[src/hw/rtl/bsrc_pkg.sv]
// Types and fixed constants of the binary substring range coverage block.
// No dependencies.
`timescale 1ns / 1ps

package bsrc_pkg;

  localparam int LIMIT_W = 12;
  localparam int K_W = 4;
  localparam int COUNT_W = 12;
  localparam int EPOCH_W = 6;
  localparam int OUT_TDATA_W = 16;
  localparam int IN_TDATA_W = 8;

  localparam logic [EPOCH_W-1:0] EPOCH_MAX = {EPOCH_W{1'b1}};
  localparam logic [EPOCH_W-1:0] EPOCH_FIRST = EPOCH_W'(1);
  localparam logic [EPOCH_W-1:0] EPOCH_CLEAR = '0;

  typedef struct packed {
    logic x_vld;
    logic y_vld;
    logic last;
  } probe_t;

  typedef struct packed {
    logic [COUNT_W-1:0] distinct_found;
    logic               all_covered;
  } result_t;

endpackage

[src/hw/rtl/bsrc_window.sv]
// Bit window, fill count and range checks of both window widths.
// Depends on bsrc_pkg.
`timescale 1ns / 1ps

module bsrc_window #(
  parameter int MAX_BITS = 12
) (
  input  logic                          clk,
  input  logic                          rst_n,
  input  logic                          accept,
  input  logic                          bit_value,
  input  logic                          last_bit,
  input  logic [bsrc_pkg::LIMIT_W-1:0]  limit_n,
  output logic [MAX_BITS-1:0]           x_addr,
  output logic [MAX_BITS-1:0]           y_addr,
  output bsrc_pkg::probe_t              probe,
  output logic [bsrc_pkg::LIMIT_W-1:0]  eff_n
);

  localparam int CW = (MAX_BITS > bsrc_pkg::LIMIT_W) ? MAX_BITS : bsrc_pkg::LIMIT_W;
  localparam int TK_W = $clog2(MAX_BITS + 1);
  localparam logic [CW-1:0] WIN_MAX = CW'((64'd1 << MAX_BITS) - 64'd1);
  localparam logic [TK_W-1:0] TAKEN_MAX = TK_W'(MAX_BITS);

  logic [MAX_BITS-1:0]        window_r;
  logic [MAX_BITS-1:0]        window_nxt;
  logic [TK_W-1:0]            taken_r;
  logic [TK_W-1:0]            taken_nxt;
  logic [MAX_BITS:0]          win_ext;
  logic [CW-1:0]              lim_c;
  logic [CW-1:0]              eff_c;
  logic [CW-1:0]              half_c;
  logic [CW-1:0]              x_c;
  logic [CW-1:0]              y_c;
  logic [bsrc_pkg::K_W-1:0]   k;
  logic [MAX_BITS-1:0]        kmask;
  logic [MAX_BITS-1:0]        k1mask;
  logic [MAX_BITS-1:0]        topmask;
  logic                       top_set;

  always_comb begin
    lim_c = CW'(limit_n);
    eff_c = (lim_c > WIN_MAX) ? WIN_MAX : lim_c;
    eff_n = eff_c[bsrc_pkg::LIMIT_W-1:0];
    k = '0;
    for (int i = 0; i < bsrc_pkg::LIMIT_W; i++) begin
      if (eff_n[i]) begin
        k = bsrc_pkg::K_W'(i + 1);
      end
    end
  end

  always_comb begin
    win_ext = {window_r, bit_value};
    window_nxt = win_ext[MAX_BITS-1:0];
    taken_nxt = (taken_r < TAKEN_MAX) ? taken_r + TK_W'(1) : taken_r;
    for (int i = 0; i < MAX_BITS; i++) begin
      kmask[i] = (i < int'(k));
      k1mask[i] = ((i + 1) < int'(k));
      topmask[i] = ((i + 1) == int'(k));
    end
    x_addr = window_nxt & kmask;
    y_addr = window_nxt & k1mask;
    top_set = |(window_nxt & topmask);
    x_c = CW'(x_addr);
    y_c = CW'(y_addr);
    half_c = CW'(eff_n >> 1) + CW'(1);
    probe.x_vld = (k != '0) && (int'(taken_nxt) >= int'(k)) && top_set && (x_c <= eff_c);
    probe.y_vld = (int'(k) >= 2) && (int'(taken_nxt) >= (int'(k) - 1)) && (y_c >= half_c);
    probe.last = last_bit;
  end

  always_ff @(posedge clk) begin
    if (!rst_n) begin
      window_r <= '0;
      taken_r <= '0;
    end else if (accept) begin
      if (last_bit) begin
        window_r <= '0;
        taken_r <= '0;
      end else begin
        window_r <= window_nxt;
        taken_r <= taken_nxt;
      end
    end
  end

endmodule

[config.mk]
export PLATFORM = sky130hd
export DESIGN_NAME = bsrc_window
export DESIGN_NICKNAME = d
export VERILOG_FILES = /design/src/hw/rtl/bsrc_pkg.sv /design/src/hw/rtl/bsrc_window.sv
export SDC_FILE = /design/constraint.sdc
export NUM_CORES = 1
export LEC_CHECK = 0
export BUFFER_PORTS_ARGS = -buffer_cell sky130_fd_sc_hd__buf_2
export CAP_MARGIN = 40
export CORE_ASPECT_RATIO = 0.7
export CORE_UTILIZATION = 35
export DETAILED_ROUTE_END_ITERATION = 8
export PLACE_DENSITY_LB_ADDON = 0.05
export SETUP_SLACK_MARGIN = 0.15
export SKIP_LAST_GASP = 1
export SYNTH_ARGS = -nofsm -noshare
export SYNTH_HDL_FRONTEND = slang
export SYNTH_SLANG_ARGS = --single-unit
[constraint.sdc]
create_clock -name clk -period 10.8 [get_ports clk]
set_input_delay 2.16 -clock clk [delete_from_list [all_inputs] [get_ports clk]]
set_output_delay 2.16 -clock clk [all_outputs]
set_load 0.02 [all_outputs]
### Word-level counts from Yosys, hierarchy flattened

Index checks and enable logic that the tools add are counted.
W data, S select, Z words.

| word-level totals | value |
|---|---|
| input bits | 17 |
| output and inout bits | 39 |
| bits in registers | 15 |

| cells by class | value |
|---|---|
| order comparisons | 20 |
| reductions and logical operators | 7 |
| multiplexer cells | 16 |
| equal/unequal tests | 12 |
| $add $sub $neg | 3 |
| bitwise operators | 3 |

Operators with widths:

| kind | number |
|---|---|
| $mux W4 | 12 |
| $and A12 B12 Y12 | 3 |
| $eq A4 B4 Y1 const A | 8 |
| $lt A4 B4 Y1 const A | 5 |
| $lt A3 B4 Y1 const A | 4 |
| $add A11 B1 Y12 const B | 1 |
| $eq A3 B4 Y1 const A | 3 |
| $ge A12 B12 Y1 | 1 |
| $gt A12 B12 Y1 const B | 1 |
| $le A12 B12 Y1 | 1 |
| $mux W12 | 1 |
| $reduce_or A12 Y1 | 1 |
| $mux W11 | 1 |
| $lt A1 B4 Y1 const A | 2 |
| $lt A2 B4 Y1 const A | 2 |
| $ge A5 B5 Y1 | 1 |
| $logic_and A1 B1 Y1 | 5 |
| $sub A4 B1 Y5 const B | 1 |
| $add A4 B1 Y4 const B | 1 |
| $eq A2 B4 Y1 const A | 1 |
| $ge A4 B2 Y1 const B | 1 |
| $ge A4 B4 Y1 | 1 |
| $lt A4 B4 Y1 const B | 1 |
| $reduce_bool A4 Y1 | 1 |
| other kinds (2) | 2 |

### Depth between registers and ports, before layout

| depth | value |
|---|---|
| depth after elaboration | 19 |
| depth in mapped cells | 16 |
| gate-level depth less buffers | 16 |

### Worst setup path after synthesis

Ideal clock, no wire load.

| timing | value |
|---|---|
| path kind | input -> output |
| start point | input port limit_n[1] (netlist bit) |
| end point | output port probe[2] (netlist bit) |
| arrival | 5,501 ps |
| stages on the path | 13 |
| required time | 8,640 ps |
| setup slack | 3,139 ps |
| cell sequence | inv_1 ha_1 nor3_1 o31ai_1 a31oi_1 inv_1 ha_1 o41ai_1 ha_1 a21oi_1 o21ai_0 a2111oi_0 o211a_1 |

RTL lines:

| element | line | RTL |
|---|---|---|
| start, declared | bsrc_window.sv:13 | `input logic [bsrc_pkg::LIMIT_W-1:0] limit_n,` |
| end, declared | bsrc_window.sv:16 | `output bsrc_pkg::probe_t probe,` |

==> key figures <==
Global route
  • Initial antenna violation count: 0
  • Gr ovfl total: 0
  • Pin count of the biggest net entering global routing: 30
  • Vias in the first global route: 2181
  • First-pass GRT wire length: 11500 microns
  • Overall Global Routing Usage: 21.5%

Setup path
  • Crit-path most repeated cell: ha_1
  • Startpoint types: input port
  • Crit path cell chain: buf_2 > inv_1 > ha_1 > nor3_1 > o31ai_1 > a31oi_1 > inv_1 > ha_1 > nor3b_1 > o211a_1 > nor2_1 > ha_1 > nand2b_1 > a21o_1 > a211o_1 > a221oi_1 > a2111oi_2 > buf_2
  • CP Data Arrival Time: 5.84 ns
  • CP max stage delay: 0.44 ns
  • RR Startpoint: taken_r[0]
  • Slowest cell on the critical path: a31oi_1
  • Reg2reg path depth: 4
  • R2r endpoint: taken_r[1]
  • Req. time, crit path: 8.64 ns
  • R2r setup slk: 9.49 ns
  • WS Path Type: in2out
  • Worst Path Max Fanout: 6
  • CP Capture Type: output port

Clock tree
  • Post-CTS setup buffer count: 0
  • Hold Buf Count CTS: 0
  • CTS Root Cell: clkbuf_8
  • Post-CTS sizing: 0
  • Clock latency at the later pin of the worst-skew pair: 0.24 ns
  • Htree depth: 1
  • CTS tree: yes
  • Total CTS buffers: 3
  • Clk buf depth: 2
  • CTS Sinks: 15
  • Clock transition at path regs: 0.06 ns

Detailed routing
  • Final ANT Viol Nets: 0
  • Final WL: 6960 microns
  • Iter 0 DRT Violations: 137
  • DRC: 6
  • 1st-pass router iterations: 6
  • DR WL/cell: 16.6 microns
  • Vias: 2249
  • Via density per instance: 5.37

Worst hold path
  • Hold Crit Class: reg2reg
  • Min-Delay Path Depth: 1
  • Hold Crit Endpoint: taken_r[3]
  • Min-delay src: taken_r[3]

Placement
  • Routability cong.: 0.794
  • PortBufs: 55
  • Dpl ws: 2.85 ns
  • Post-detail-place hpwl: 5810 microns

Timing
  • Fmax: 125 MHz
  • Final Cycle Share: 74.1%
  • Slew Limit Fails: 0
  • Final TNS setup: 0 ns
  • Clk_skew: 0.000958 ns
  • RSZ-0062 raised after global routing: false
  • Final hold violation count: 0
  • # setup viols final: 0
  • Slew at the pin closest to its max-slew limit: 0.783 ns
  • Max transition margin: 47.4%
  • Post-layout worst setup margin: 2.80 ns
  • Final worst path period need: 8.00 ns

Die
  • Top-level I/O count: 56
  • Initial Util: 36.2%
  • Die H: 69.1 microns
  • Die Area: 0.00676 sq mm
  • Row count: 24
  • Core area: 0.00622 sq mm
  • Die W: 97.8 microns

Final layout
  • Antenna Cells: 0
  • Nets: 400
  • Most common cell after layout, fill and taps aside: buf_2
  • Final-layout fill cell count: 664
  • Fraction of layout cells with a size suffix above 1: 20.5%
  • Most frequent cells in the layout: buf_2, ha_1, inv_1
  • Layout area overhead: 13.3%

Pwr
  • Leakage: 1.33 nW
  • Peak supply drop: 0.0299 mV
  • Pwr dens: 62.8 mW/mm^2

Run status
  • Failing checks: DRC
  • Status: finished, violations left

Logic synthesis
  • Synth Net Count: 364
  • Number of flops mapped to enable cells by yosys: 0
  • Register area share after synthesis: 13.3%
  • Mean post-synth cell area: 7.35 sq um
  • Cells after Synth: 306
  • FFs w/ async S/R, synth: 0%
  • Mapped Area: 0.00225 sq mm
  • Main synth FF type: dfxtp_1
  • Synth warnings: 0
  • Distinct cell type count after synthesis: 60
  • #FFs+latches synth: 15

Job
  • Max-cap viol count: 0
[through the flow]
stage	cell area [sq um]	power, mW	cells	utilization, %	hold slack [ns]
after floorplan	2250	0.0987	306	-	0.531
after global placement	2500	0.116	415	40.3	0.573
after detailed placement	2500	0.115	415	40.3	0.576
after CTS	2550	0.162	419	41.0	0.596
after global routing	2550	0.173	419	41.0	0.631
final	2550	0.160	419	41.0	0.598
[synth_stat cells, types with 2 or more instances]
library cell  instances  area (sq um)
a211o_1               2          17.5
dfxtp_1              15           300
nand4_1               3          18.8
nor3_1                8          40.0
xnor2_1              10          87.6
inv_1                34           128
o21ai_0               7          35.0
o211ai_1              2          15.0
and2_1               15          93.8
a21o_1                6          45.0
nand3_1              13          65.1
o22ai_1              11          68.8
a22oi_1               4          30.0
nor3b_1               2          15.0
ha_1                 41           513
a21boi_0              2          15.0
o31ai_1               2          15.0
a31oi_1               4          25.0
o211a_1               2          20.0
nand2_1              24          90.1
nor2_1               23          86.3
nor4_1                2          12.5
nand2b_1              2          12.5
clkbuf_1             16          60.1
buf_2                 2          10.0
nor2b_1               4          25.0
a21oi_1              16          80.1
buf_6                 2          22.5
[critical path: cells and delay by family]
kind	cells	cell delay (ns)
adders and majority gates	3	0.79
buffers and inverters	4	0.56
and+or+nand+nor	4	0.63
AOI/OAI and AO/OA	7	1.68
[power by group]
part / leakage [nW] / switching, mW / internal (mW)
registers: 0.121 / 0.000585 / 0.0558
clock network: 0.0228 / 0.0191 / 0.0261
logic: 1.18 / 0.0379 / 0.0206
[worst max path at each step]
| stage | from | end | slack, ns |
|---|---|---|---|
| after floorplan | limit_n[1] | probe[2] | 3.14 |
| after global placement | limit_n[1] | probe[2] | 2.95 |
| after detailed placement | limit_n[1] | probe[1] | 2.85 |
| after CTS | limit_n[1] | probe[1] | 2.84 |
| after global routing | limit_n[1] | probe[1] | 2.49 |
| final | limit_n[1] | probe[1] | 2.80 |
[cells by family after synthesis]
group | count (synthesis) | synth area share (%)
AND/OR/NAND/NOR | 106 | 25.0
flip-flops | 15 | 13.3
AO/OA/AOI/OAI | 74 | 23.1
adder cells (fa/ha/maj) | 41 | 22.8
XOR/XNOR | 11 | 4.28
buffers and inverters | 58 | 11.0
multiplexers | 1 | 0.501
[cell type report]
cell class | count | area (sq um) | area share, %
Tap cell | 78 | 97.6 | 3.83
Clock buffer | 4 | 45.0 | 1.77
Inverter | 34 | 128 | 5.01
Multi-Input combinational cell | 233 | 1700 | 66.8
Timing Repair Buffer | 55 | 275 | 10.8
Sequential cell | 15 | 300 | 11.8
[per-layer routing]
layer  vias up  global-route usage [%]  wire (microns)  part of all wire (%)
met5         -                       0               0                     0
met4         0                    1.52              14                  0.20
met3         2                    5.48             558                   8.0
met2        65                    29.3            2630                    38
met1      1037                    34.3            3760                    54
li1       1145                       -               -                     -
[registers in the layout, summed over array words and instances (netlist names)]
register  count
taken_r       4
window_r     11
Power figures use the tool's default switching activity.
